### src/tfcc_pkg.sv
package tfcc_pkg;

	// Configuration port
	localparam int CFG_IDX_W  = 3;
	localparam int CFG_DATA_W = 16;

	localparam logic [CFG_IDX_W-1:0] REG_EXPECTED_SUM_DIR0 = 3'd0;
	localparam logic [CFG_IDX_W-1:0] REG_EXPECTED_SUM_DIR1 = 3'd1;
	localparam logic [CFG_IDX_W-1:0] REG_MARKER_DIR0       = 3'd2;
	localparam logic [CFG_IDX_W-1:0] REG_MARKER_DIR1       = 3'd3;
	localparam logic [CFG_IDX_W-1:0] REG_SUM_START_OFFSET  = 3'd4;

	// Register reset values
	localparam logic [15:0] EXPECTED_SUM_RST = 16'h0000;
	localparam logic [7:0]  MARKER_DIR0_RST  = 8'h10;
	localparam logic [7:0]  MARKER_DIR1_RST  = 8'h40;
	localparam logic [5:0]  SUM_OFFSET_RST   = 6'd18;

	// Frame position tracking
	localparam int          POS_W        = 7;
	localparam logic [6:0]  MARKER_POS   = 7'd6;
	localparam logic [6:0]  POS_MAX      = 7'd127;

	// Direction codes
	localparam logic [1:0] DIR_ZERO = 2'd0;
	localparam logic [1:0] DIR_ONE  = 2'd1;
	localparam logic [1:0] DIR_NONE = 2'd2;

	// Per-frame summary handed from the accumulator to the result logic
	typedef struct packed {
		logic [15:0] sum;      // inverted folded checksum, valid on last byte
		logic        seen;     // first source MAC byte was present
		logic [7:0]  marker;   // value of that byte
	} frame_sum_t;

endpackage

### src/tfcc_frame_acc.sv
module tfcc_frame_acc (
	input  logic                 clk,
	input  logic                 arst_n,
	input  logic                 step,
	input  logic [7:0]           frame_byte,
	input  logic                 last_byte,
	input  logic [5:0]           sum_start_offset,
	output tfcc_pkg::frame_sum_t summary
);

	logic [tfcc_pkg::POS_W-1:0] pos_q;
	logic [15:0]                acc_q;
	logic                       odd_q;
	logic [7:0]                 held_q;
	logic [7:0]                 marker_q;
	logic                       seen_q;

	logic        covered;
	logic        at_marker;
	logic        do_add;
	logic [15:0] word;
	logic [16:0] raw_sum;
	logic [15:0] folded;
	logic [15:0] acc_next;

	// Coverage and marker detection for the current byte
	assign covered   = pos_q >= {1'b0, sum_start_offset};
	assign at_marker = pos_q == tfcc_pkg::MARKER_POS;

	// At most one add per byte: a completed pair, or at frame end the odd byte padded
	// with zero; a byte still held when the offset moves past the frame is
	// flushed the same way
	assign do_add  = last_byte ? (covered || odd_q) : (covered && odd_q);
	assign word    = odd_q ? {held_q, covered ? frame_byte : 8'h00} : {frame_byte, 8'h00};
	assign raw_sum = {1'b0, acc_q} + {1'b0, word};
	assign folded  = raw_sum[15:0] + {15'd0, raw_sum[16]};
	assign acc_next = do_add ? folded : acc_q;

	always_comb begin
		summary.sum    = ~acc_next;
		summary.seen   = seen_q || at_marker;
		summary.marker = at_marker ? frame_byte : marker_q;
	end

	// Frame state; cleared after the last byte
	always_ff @(posedge clk or negedge arst_n) begin
		if (!arst_n) begin
			pos_q    <= '0;
			acc_q    <= '0;
			odd_q    <= 1'b0;
			held_q   <= '0;
			marker_q <= '0;
			seen_q   <= 1'b0;
		end else if (step) begin
			if (last_byte) begin
				pos_q    <= '0;
				acc_q    <= '0;
				odd_q    <= 1'b0;
				held_q   <= '0;
				marker_q <= '0;
				seen_q   <= 1'b0;
			end else begin
				if (pos_q != tfcc_pkg::POS_MAX) begin
					pos_q <= pos_q + 7'd1;
				end
				if (at_marker) begin
					marker_q <= frame_byte;
					seen_q   <= 1'b1;
				end
				if (covered) begin
					odd_q <= ~odd_q;
					if (!odd_q) begin
						held_q <= frame_byte;
					end
				end
				acc_q <= acc_next;
			end
		end
	end

endmodule

### config.mk
export PLATFORM = sky130hd
export DESIGN_NAME = tfcc_frame_acc
export DESIGN_NICKNAME = d
export VERILOG_FILES = /design/src/tfcc_pkg.sv /design/src/tfcc_frame_acc.sv
export SDC_FILE = /design/constraint.sdc
export NUM_CORES = 1
export LEC_CHECK = 0
export BUFFER_PORTS_ARGS = -buffer_cell sky130_fd_sc_hd__buf_2
export CORE_MARGIN = 2
export CORE_UTILIZATION = 37
export DETAILED_ROUTE_END_ITERATION = 8
export SKIP_CTS_REPAIR_TIMING = 1
export SYNTH_ARGS = -nofsm -noshare
export SYNTH_HDL_FRONTEND = slang
export SYNTH_SLANG_ARGS = --single-unit
export TNS_END_PERCENT = 5
### constraint.sdc
create_clock -name clk -period 7.6 [get_ports clk]
set_input_delay 0.38 -clock clk [delete_from_list [all_inputs] [get_ports clk]]
set_output_delay 0.38 -clock clk [all_outputs]
set_load 0.05 [all_outputs]
* Word level (Yosys, flattened, before mapping) *
Index checks and enable logic that the tools add are counted.

word-level totals
  register bits after elaboration = 41
  bits in latches = 0
  bits in writable memories = 0
  bits in read-only memories = 0
  bits of input ports = 18
  output and inout port bits = 25
  word-level logic and storage cells = 41
  memories kept = 0

operators by class
  add/subtract/negate cells = 3
  multipliers = 0
  divide/modulo/power cells = 0
  magnitude comparators = 1
  equality and inequality tests = 3
  shifts and indexed selects = 0
  mux-type cells = 16
  bitwise gates (word level) = 2
  reduce and logical (&&, ||, !) cells = 10

operators with widths
  cell                   count
  $mux W16               3
  $mux W8                6
  $add A16 B16 Y17       1
  $add A16 B1 Y16        1
  $not A16 Y16           1
  $mux W7                2
  $add A7 B1 Y7 const B  1
  $eq A7 B3 Y1 const B   1
  $ge A7 B6 Y1           1
  $ne A7 B7 Y1 const B   1
  $reduce_and A2 Y1      3
  $reduce_bool A2 Y1     3
  $mux W1                5
  $reduce_and A3 Y1      1
  $logic_or A1 B1 Y1     2
  $ne A2 B2 Y1 const B   1
  $logic_and A1 B1 Y1    1
  $not A1 Y1             1

* Longest topological paths before layout *
Gate-level depths: netlist of the first run.

  word-level depth = 7
  gate-level depth with buffers = 28
  gate-level depth less buffers = 27

* Worst setup path before layout of the first run *
Ideal clock, no wire load.

  kind = reg2out
  from = reg pos_q[0] in the netlist's numbering
  to = out summary[23] in the netlist's numbering
  arrival = 5.429 ns
  required time = 7.220 ns
  slack = 1.791 ns
  cell stages (with the launch flop) = 27
  path buffers = 1
  cell sequence = dfrtp_1 -> inv_1 -> ha_1 -> nand2b_1 -> a21o_1 -> a21o_1 -> a21oi_1 -> o21ai_1 -> clkbuf_1 -> and3_1 -> ha_1 -> and3_1 -> a221oi_2 -> or3b_1 -> a21boi_1 -> o22ai_1 -> nor2_1 -> o21ai_0 -> nand2b_1 -> ha_1 -> o2111ai_1 -> nor4_1 -> and4_1 -> and4bb_1 -> nand4_2 -> xnor2_1 -> mux2i_1

RTL lines
  item                    RTL line              text
  start, declared         tfcc_frame_acc.sv:11  logic [tfcc_pkg::POS_W-1:0] pos_q;
  start signal, assigned  tfcc_frame_acc.sv:64  pos_q <= pos_q + 7'd1;
  end, declared           tfcc_frame_acc.sv:8   output tfcc_pkg::frame_sum_t summary

==> flow_metrics.py, run 1 <==
metrics = {
    "outcome": {
        "outcome": "finished, final reports clean",
    },
    "grt": {
        "track_usage": 0.170,
        "grt_max_degree": 42,
        "antenna_found_initial": 0,
        "grt_pass1_wl_mm": 13.6,
        "first_global_vias": 2675,
        "overflow": 0,
    },
    "yosys": {
        "yosysUniqueCellTypes": 60,
        "ys_seq_elements": 41,
        "yosysSeqAreaShare": 0.309,
        "synth_cells": 352,
        "yosysMostFrequentCell": "dfrtp_1",
        "avgSynthCellArea_sq_um": 9.42,
        "synth_compound_area_frac": 0.226,
        "netlist_top_cells_count": "dfrtp_1, ha_1, nor2_1",
        "synth_edf_count": 0,
        "ys.flop_type": "dfrtp_1",
        "syn-num-nets": 397,
        "synth-simple-area-share": 0.172,
        "async_flop_share": 1.00,
        "synth-xor-area-share": 0.0808,
        "syn_area_sq_um": 3320,
        "yosysWarnings": 0,
        "muxShareOfSynthArea": 0.0789,
        "synth_top_area_frac": 0.309,
        "synth_top_area_cell": "dfrtp_1",
        "netlist_top_cells_area": "dfrtp_1, ha_1, mux2_2",
        "synthAdderAreaFrac": 0.107,
        "synth_top_family_by_area": "compound AO/OA/AOI/OAI gates",
    },
    "worst_setup_path": {
        "crit_slowest_cell": "o21ai_1",
        "start_kind": "flip-flop",
        "critPathMaxFanout": 12,
        "cpPeakStageDelay_ns": 0.61,
        "worstSetupPathType": "reg2out",
        "path_delay_family": "simple AND/OR/NAND/NOR gates",
        "end_kind": "primary output",
        "worstPathArrival_ns": 6.28,
        "cp_data_required_time_ns": 7.22,
        "crit_buf_inv": 2,
        "worst-r2r-setup-slack_ns": 1.79,
    },
    "clock_network": {
        "cts_tree": "done",
        "cts-root-buf": "clkbuf_8",
        "cts_buffers": 5,
        "cts_sinks": 41,
        "clk_latency_ns": 0.30,
        "clk_pin_slew_worst_paths_ns": 0.08,
        "htree_levels": 2,
        "clockBufferDepth": 2,
    },
    "timing": {
        "finalSetupTns_ns": 0,
        "slew_viol_final": 0,
        "hold_slack_ns": 0.233,
        "worst_slew_pin_slew_ns": 1.04,
        "setup_viol": 0,
        "fin_crit_sh": 0.876,
        "grt_setup_unrepaired": "false",
        "skew_ns": 0.00958,
        "hold_viol": 0,
        "relSlewSlack": 0.306,
        "finalCriticalPeriod_ns": 6.66,
        "fmax_mhz": 150,
    },
    "pwr": {
        "power_density_nw_per_um2": 179,
        "vdd_ir_drop_max_mv": 0.0822,
        "p_leak_nw": 1.79,
    },
    "finish": {
        "n_antenna_cell": 0,
        "fin_nets": 434,
        "nFillCells": 864,
        "drive_gt1_frac": 0.208,
        "areaGrowthSynthToFinish_pct": 11.9,
        "utilization": 0.426,
    },
    "floorplan": {
        "core.rowCount": 34,
        "core_area_sq_um": 8720,
        "die_h_um": 98.7,
        "io_pins": 43,
        "dieArea_sq_um": 9730,
        "fp.dieW_um": 98.7,
        "start_util": 0.380,
    },
    "placement": {
        "io_buffers": 42,
        "place_hpwl_mm": 6.05,
        "gp_congestion": 0.933,
    },
    "flow_run": {
        "maxCapViolCount": 0,
    },
    "detailed_routing": {
        "num_vias": 2746,
        "drc": 0,
        "dr.pass1.iters": 4,
        "detail-route-antenna-nets": 0,
        "viasPerCell": 5.51,
        "postRouteWirelength_mm": 8.04,
        "wire_per_inst_um": 16.2,
        "drtIter0Drc": 129,
    },
    "hold_path": {
        "hp-class": "in2async",
    },
}
-- registers in the layout, summed over array words and instances, names as in the netlist --
signal	flops
acc_q	16
held_q	8
marker_q	8
odd_q	1
pos_q	7
seen_q	1
-- layout by cell type (no fill, tap or decap), drive strengths merged, types with 11 or more instances in the layout --
cell type / instances
nand2: 23
and3: 14
o21ai: 19
ha: 26
mux2: 17
o2bb2ai: 14
a22o: 17
nor2: 26
inv: 11
xnor2: 18
buf: 42
dfrtp: 41
a21oi: 13
-- worst register-to-register path, cell delays in order, from the launching register on --
cell	delay (ns)
dfrtp_1	0.42
inv_1	0.09
ha_1	0.27
nand2b_1	0.09
a21o_1	0.12
a21o_1	0.11
a21oi_1	0.06
o21ai_1	0.61
and3_1	0.27
ha_1	0.21
fa_1	0.24
a21o_1	0.20
a221oi_2	0.09
or3b_1	0.38
a21boi_1	0.24
o22ai_1	0.17
nor2_1	0.11
o21ai_0	0.08
nand2b_1	0.12
ha_1	0.20
o2111ai_1	0.12
nor4_1	0.29
and4_1	0.28
and4bb_1	0.30
nand4_2	0.14
nand2b_4	0.18
xnor2_2	0.14
o31ai_1	0.22
-- power by group --
part	switching, mW	internal, mW
logic	0.168	0.0912
clock network	0.0811	0.0737
registers	0.0193	0.231
total	0.269	0.395
-- final timing paths --
| path | from | end | cells past startpoint |
|---|---|---|---|
| setup / recovery | pos_q[0]$_DFFE_PN0P_ | summary[24] | 28 |
| hold / removal | arst_n | marker_q[4]$_DFFE_PN0P_ | 1 |
| setup reg to reg | pos_q[0]$_DFFE_PN0P_ | acc_q[15]$_DFFE_PN0P_ | 27 |
| hold reg to reg | seen_q$_DFFE_PN0P_ | seen_q$_DFFE_PN0P_ | 1 |
| max in group asynchronous | arst_n | held_q[2]$_DFFE_PN0P_ | 1 |
| min in group clk | frame_byte[0] | held_q[0]$_DFFE_PN0P_ | 2 |
-- cells by family after synthesis --
kind of cell | Yosys count
buffers and inverters | 23
flip-flops | 41
XOR/XNOR | 28
AND/OR/NAND/NOR | 105
AO/OA/AOI/OAI | 103
adder cells (fa/ha/maj) | 28
multiplexers | 24
-- area by class of cell --
cell class                      count  area [sq um]  area share
Sequential cell                    41          1030       0.276
Timing Repair Buffer               42           210      0.0566
Clock buffer                        6          82.6      0.0223
Clock inverter                      2          13.8     0.00371
Tap cell                          108           135      0.0364
Inverter                           11          41.3      0.0111
Multi-Input combinational cell    288          2200       0.593
-- per-layer routing --
metal | vias to the layer above | share of wire | wire length, um | global-route usage
met5 | - | 0 | 0 | 0
met3 | 6 | 0.035 | 282 | 0.0270
met4 | 0 | 0.0073 | 59 | 0.0232
met1 | 1304 | 0.51 | 4090 | 0.254
li1 | 1394 | - | - | -
met2 | 42 | 0.45 | 3610 | 0.266
-- stage by stage --
stage	instances	total power [mW]	setup WS, ns	instance area (sq um)
6_report	498	0.664	0.940	3710
2_1_floorplan	352	0.456	1.79	3320
4_1_cts	498	0.673	0.942	3710
3_5_place_dp	490	0.513	1.29	3610
3_3_place_gp	490	0.514	1.55	3610
5_1_grt	498	0.706	0.422	3710
Note: power is estimated with default switching activity, not from simulation.
==> run 2, diff against run 1 <==
Settings changed: GPL_TIMING_DRIVEN set to 0.
Clock period 7.6 ns to 6.8 ns, I/O delays scaled along.
==> run 2 against run 1 <==
Compared with the run above: utilization up 1.2 points; clock-buffer cell count unchanged; critical endpoint unchanged; register-to-register slack got worse by 0.67 ns; combinational power is 19% higher.
==> flow_metrics.py, run 2 (synthesized netlist as in run 1, its figures left out) <==
metrics = {
    "pwr": {
        "p_int_mw": 0.448,
        "pwr-share-clk": 0.235,
        "p_leak_nw": 1.81,
        "vdd_ir_drop_max_mv": 0.0810,
        "switchingPower_mw": 0.313,
        "pwr-share-comb": 0.406,
        "switching_share": 0.412,
        "p_seq_frac": 0.359,
        "power_density_nw_per_um2": 199,
    },
    "detailed_routing": {
        "detail-route-antenna-nets": 0,
        "drc": 0,
        "viasPerCell": 5.65,
        "num_vias": 2893,
        "drtIter0Drc": 134,
        "wire_per_inst_um": 16.7,
        "postRouteWirelength_mm": 8.57,
        "dr.pass1.iters": 4,
    },
    "timing": {
        "skew_ns": 0.0111,
        "setup_viol": 0,
        "hold_viol": 0,
        "finalSetupTns_ns": 0,
        "relSlewSlack": 0.373,
        "fin_crit_sh": 0.941,
        "fmax_mhz": 156,
        "worst_slew_pin_slew_ns": 0.941,
        "finalCriticalPeriod_ns": 6.40,
        "slew_viol_final": 0,
    },
    "clock_network": {
        "clk_latency_ns": 0.30,
        "clockBufferDepth": 2,
        "clk_pin_slew_worst_paths_ns": 0.09,
        "cts_tree": "done",
        "cts_buffers": 5,
        "htree_levels": 2,
        "cts_sinks": 41,
        "cts-root-buf": "clkbuf_8",
    },
    "floorplan": {
        "fp.dieW_um": 98.7,
        "io_pins": 43,
        "die_h_um": 98.7,
        "dieArea_sq_um": 9730,
        "start_util": 0.380,
        "core_area_sq_um": 8720,
        "core.rowCount": 34,
    },
    "worst_setup_path": {
        "reg2reg_depth": 27,
        "worst-r2r-setup-slack_ns": 1.12,
        "reg2reg_to": "acc_q[12]$_DFFE_PN0P_",
        "cp_data_required_time_ns": 6.46,
        "worstPathArrival_ns": 6.06,
        "regToRegStartpoint": "pos_q[0]$_DFFE_PN0P_",
        "end_kind": "primary output",
        "critPathMaxFanout": 10,
        "worstSetupPathType": "reg2out",
        "start_kind": "flip-flop",
    },
    "grt": {
        "overflow": 0,
        "first_global_vias": 2743,
        "track_usage": 0.182,
        "grt_max_degree": 42,
        "antenna_found_initial": 0,
        "grt_pass1_wl_mm": 14.2,
    },
    "finish": {
        "multi_input_area_sq_um": 2240,
        "seq_area_sq_um": 1030,
        "nFillCells": 857,
        "largest_reg_flops": 16,
        "drive_gt1_frac": 0.230,
        "max_flop_register": "acc_q",
        "fin_nets": 448,
        "fin_area_sq_um": 3820,
        "reg_top3": "acc_q x16, held_q x8, marker_q x8",
        "utilization": 0.438,
        "final_common_cell": "dfrtp_1",
        "areaGrowthSynthToFinish_pct": 15.1,
        "stdcell_count": 512,
        "final_cell_mix": "dfrtp_1, buf_2, nor2_1",
        "n_antenna_cell": 0,
    },
    "placement": {
        "gp_congestion": 0.928,
        "place_hpwl_mm": 6.54,
        "placed_cells": 501,
        "placedInstanceArea_sq_um": 3660,
        "io_buffers": 41,
    },
    "flow_run": {
        "maxCapViolCount": 0,
    },
    "outcome": {
        "outcome": "finished, final reports clean",
    },
    "hold_path": {
        "hp-class": "in2async",
    },
}
run 2: cell types whose count changed in the layout (fill, tap and decap cells not counted), moves of 2 or more:
cell	change
clkbuf_4	+2
buf_4	+4
ha_1	-4
clkbuf_1	+8
buf_1	+2
ha_2	+3
buf_2	-2
run 2: critical path, stage by stage, from the launching register on:
cell and delay (ns):
dfrtp_1 0.40, inv_1 0.08, ha_1 0.26, nand2b_1 0.14
a21o_1 0.17, a21o_1 0.17, a21oi_1 0.18, o21ai_2 0.10
clkbuf_4 0.20, and3_1 0.25, ha_1 0.42, and3_4 0.23
or3b_1 0.38, a21boi_2 0.19, o22ai_1 0.14, nor2_1 0.11
o21ai_0 0.08, nand2b_1 0.12, ha_1 0.21, o2111ai_1 0.14
nor4_2 0.29, and4_1 0.26, and4bb_2 0.29, nand4_2 0.14
nand2b_4 0.18, xnor2_2 0.14, mux2_2 0.27, buf_2 0.21
run 2: layer usage:
layer | up-vias | wire [um] | track usage
met5 | - | 0 | 0
met1 | 1394 | 4280 | 0.273
met4 | 0 | 85 | 0.0400
li1 | 1417 | - | -
met3 | 10 | 353 | 0.0277
met2 | 72 | 3850 | 0.276
run 2: how the worst max path moves through the flow:
stage	depth (start not counted)	slack (ns)	end	startpoint
floorplan	26	1.03	summary[23]	pos_q[0]$_DFFE_PN0P_
global route	29	-0.05	summary[21]	pos_q[0]$_DFFE_PN0P_
global placement	28	0.50	summary[24]	pos_q[0]$_DFFE_PN0P_
CTS	28	0.11	summary[24]	pos_q[0]$_DFFE_PN0P_
detailed placement	28	0.48	summary[24]	pos_q[0]$_DFFE_PN0P_
finish	27	0.40	summary[24]	pos_q[0]$_DFFE_PN0P_
run 2: power by group through the flow:
stage / sequential (mW) / clock [mW] / combinational [mW]
finish: 0.273 / 0.179 / 0.309
global route: 0.276 / 0.194 / 0.338
CTS: 0.273 / 0.182 / 0.304
detailed placement: 0.277 / 0 / 0.302
global placement: 0.277 / 0 / 0.300
floorplan: 0.273 / 0 / 0.237
run 2: final cells by class:
cell class | count | area share
Buffer | 12 | 0.0131
Clock buffer | 6 | 0.0216
Clock inverter | 2 | 0.00361
Inverter | 11 | 0.0108
Multi-Input combinational cell | 288 | 0.586
Sequential cell | 41 | 0.269
Tap cell | 108 | 0.0354
Timing Repair Buffer | 44 | 0.0610
run 2: per-stage QoR:
stage          total power [mW]  hold slack, ns  worst slack, ns
6_report                  0.761           0.175            0.400
2_1_floorplan             0.510          0.0444             1.03
3_5_place_dp              0.580           0.482            0.482
4_1_cts                   0.759           0.220            0.110
3_3_place_gp              0.577           0.464            0.504
5_1_grt                   0.807           0.247          -0.0488
==> run 3, diff against run 2 <==
Settings changed: ABC_AREA set to 1.
==> run 3 against run 2 <==
Compared with the run above: synthesized area grew 15%; clock power shrank 9%; sequential share of layout area shrank 2.9 points; cell area grew 12%; clock-buffer cell count increased by 1; total power shrank 12%; global-route usage up 1.4 points.
==> flow_metrics.py, run 3 <==
metrics = {
    "clock_network": {
        "htree_levels": 2,
        "clk_latency_ns": 0.30,
        "cts_buffers": 5,
        "clockBufferDepth": 2,
        "clk_pin_slew_worst_paths_ns": 0.08,
        "cts-root-buf": "clkbuf_8",
        "cts_tree": "done",
        "cts_sinks": 41,
    },
    "timing": {
        "finalSetupTns_ns": 0,
        "hold_slack_ns": 0.178,
        "finalCriticalPeriod_ns": 5.59,
        "setup_viol": 0,
        "grt_setup_unrepaired": "false",
        "hold_viol": 0,
        "layout_setup_ws_ns": 1.21,
        "skew_ns": 0.00901,
        "worst_slew_pin_slew_ns": 0.953,
        "fin_crit_sh": 0.823,
        "relSlewSlack": 0.365,
        "fmax_mhz": 179,
        "slew_viol_final": 0,
    },
    "detailed_routing": {
        "viasPerCell": 4.87,
        "wire_per_inst_um": 13.2,
        "postRouteWirelength_mm": 10.4,
        "drc": 0,
        "dr.pass1.iters": 5,
        "drtIter0Drc": 166,
        "detail-route-antenna-nets": 0,
        "num_vias": 3839,
    },
    "yosys": {
        "yosysMostFrequentCell": "nand2_1",
        "avgSynthCellArea_sq_um": 6.33,
        "netlist_top_cells_area": "dfrtp_1, nand2_1, inv_1",
        "netlist_top_cells_count": "nand2_1, inv_1, o21ai_0",
        "yosysUniqueCellTypes": 38,
        "synth_edf_count": 0,
        "synth_top_area_frac": 0.269,
        "syn-num-nets": 648,
        "async_flop_share": 1.00,
        "synth_top_area_cell": "dfrtp_1",
        "synth_cells": 603,
        "yosysWarnings": 0,
        "yosysSeqAreaShare": 0.269,
        "syn_area_sq_um": 3810,
        "ys_seq_elements": 41,
        "ys.flop_type": "dfrtp_1",
    },
    "finish": {
        "final_cell_mix": "nand2_1, inv_1, o21ai_0",
        "largest_reg_flops": 16,
        "reg_top3": "acc_q x16, held_q x8, marker_q x8",
        "max_flop_register": "acc_q",
        "n_antenna_cell": 0,
        "areaGrowthSynthToFinish_pct": 12.2,
        "drive_gt1_frac": 0.155,
        "seq_area_sq_um": 1030,
        "nFillCells": 1116,
        "fin_nets": 697,
        "multi_input_area_sq_um": 2340,
        "final_common_cell": "nand2_1",
    },
    "floorplan": {
        "die_h_um": 106,
        "core.rowCount": 37,
        "dieArea_sq_um": 11100,
        "start_util": 0.375,
        "io_pins": 43,
        "fp.dieW_um": 106,
        "core_area_sq_um": 10200,
    },
    "pwr": {
        "switchingPower_mw": 0.269,
        "vdd_ir_drop_max_mv": 0.134,
        "power_mw": 0.673,
        "power_density_nw_per_um2": 157,
        "p_leak_nw": 2.35,
        "p_int_mw": 0.404,
        "pwr-share-comb": 0.360,
        "switching_share": 0.399,
        "p_seq_frac": 0.397,
        "pwr-share-clk": 0.243,
    },
    "worst_setup_path": {
        "cp_data_required_time_ns": 6.46,
        "reg2reg_depth": 29,
        "end_kind": "primary output",
        "worst-r2r-setup-slack_ns": 1.94,
        "critPathMaxFanout": 8,
        "crit_slowest_cell": "dfrtp_1",
        "regToRegStartpoint": "pos_q[2]$_DFFE_PN0P_",
        "cpMostUsedCell": "nand2_1",
        "worstSetupPathType": "reg2out",
        "reg2reg_to": "acc_q[8]$_DFFE_PN0P_",
        "worstPathArrival_ns": 5.25,
        "cpPeakStageDelay_ns": 0.44,
        "start_kind": "flip-flop",
    },
    "grt": {
        "grt_pass1_wl_mm": 17.6,
        "track_usage": 0.195,
        "overflow": 0,
        "antenna_found_initial": 0,
        "grt_max_degree": 42,
        "first_global_vias": 3700,
    },
    "flow_run": {
        "maxCapViolCount": 0,
    },
    "placement": {
        "place_hpwl_mm": 8.55,
        "gp_congestion": 0.907,
        "io_buffers": 42,
        "post-place-ws_ns": 1.49,
    },
    "hold_path": {
        "hp-class": "in2async",
    },
    "outcome": {
        "outcome": "finished, final reports clean",
    },
}
-- run 3: logic make-up after synthesis --
| logic type | Yosys count | share of synthesized area |
|---|---|---|
| compound gates | 93 | 0.140 |
| xor+xnor | 1 | 0.00230 |
| fa+ha+maj | 27 | 0.0905 |
| buf+inv | 115 | 0.117 |
| flops | 41 | 0.269 |
| simple gates | 326 | 0.382 |
-- run 3: layer usage --
metal | vias to the layer above | track usage | part of all wire
met4 | 0 | 0.0620 | 0.022
met1 | 1761 | 0.255 | 0.47
met2 | 54 | 0.339 | 0.48
met3 | 14 | 0.0204 | 0.028
li1 | 2010 | - | -
met5 | - | 0 | 0
-- run 3: worst max-delay path by stage --
stage,cells after the start,slack (ns),from,to
floorplan,29,2.41,pos_q[2]$_DFFE_PN0P_,summary[19]
global placement,31,1.55,sum_start_offset[2],summary[20]
detailed placement,31,1.49,sum_start_offset[2],summary[20]
CTS,29,1.17,pos_q[2]$_DFFE_PN0P_,summary[20]
global route,29,0.70,pos_q[2]$_DFFE_PN0P_,summary[20]
finish,29,1.21,pos_q[2]$_DFFE_PN0P_,summary[20]
-- run 3: worst max-delay path: cells and delay by family (launching register included) --
kind                     cells  cell delay [ns]
AO/OA/AOI/OAI                4             0.68
adder cells (fa/ha/maj)      4             1.11
flip-flops                   1             0.44
buffers and inverters        1             0.29
AND/OR/NAND/NOR             20             2.43
-- run 3: power groups by stage --
stage	Combinational (mW)	Clock, mW	Sequential, mW
6_report	0.243	0.163	0.267
5_1_grt	0.270	0.179	0.269
4_1_cts	0.243	0.168	0.267
3_5_place_dp	0.242	0	0.272
3_3_place_gp	0.238	0	0.271
2_1_floorplan	0.180	0	0.269
-- run 3: cell type report --
cell class              count  area share
plain buffers              10      0.0120
clock buffers               7      0.0202
inverters                 105      0.0921
multi-input cells         447       0.547
flip-flops and latches     41       0.240
well taps                 136      0.0397
repair buffers             42      0.0491
-- run 3: stage by stage --
step	std cells	cell area, sq um	utilization
global route	788	4280	0.420
floorplan	603	3810	-
global placement	781	4200	0.412
CTS	788	4280	0.420
detailed placement	781	4200	0.412
finish	788	4280	0.420
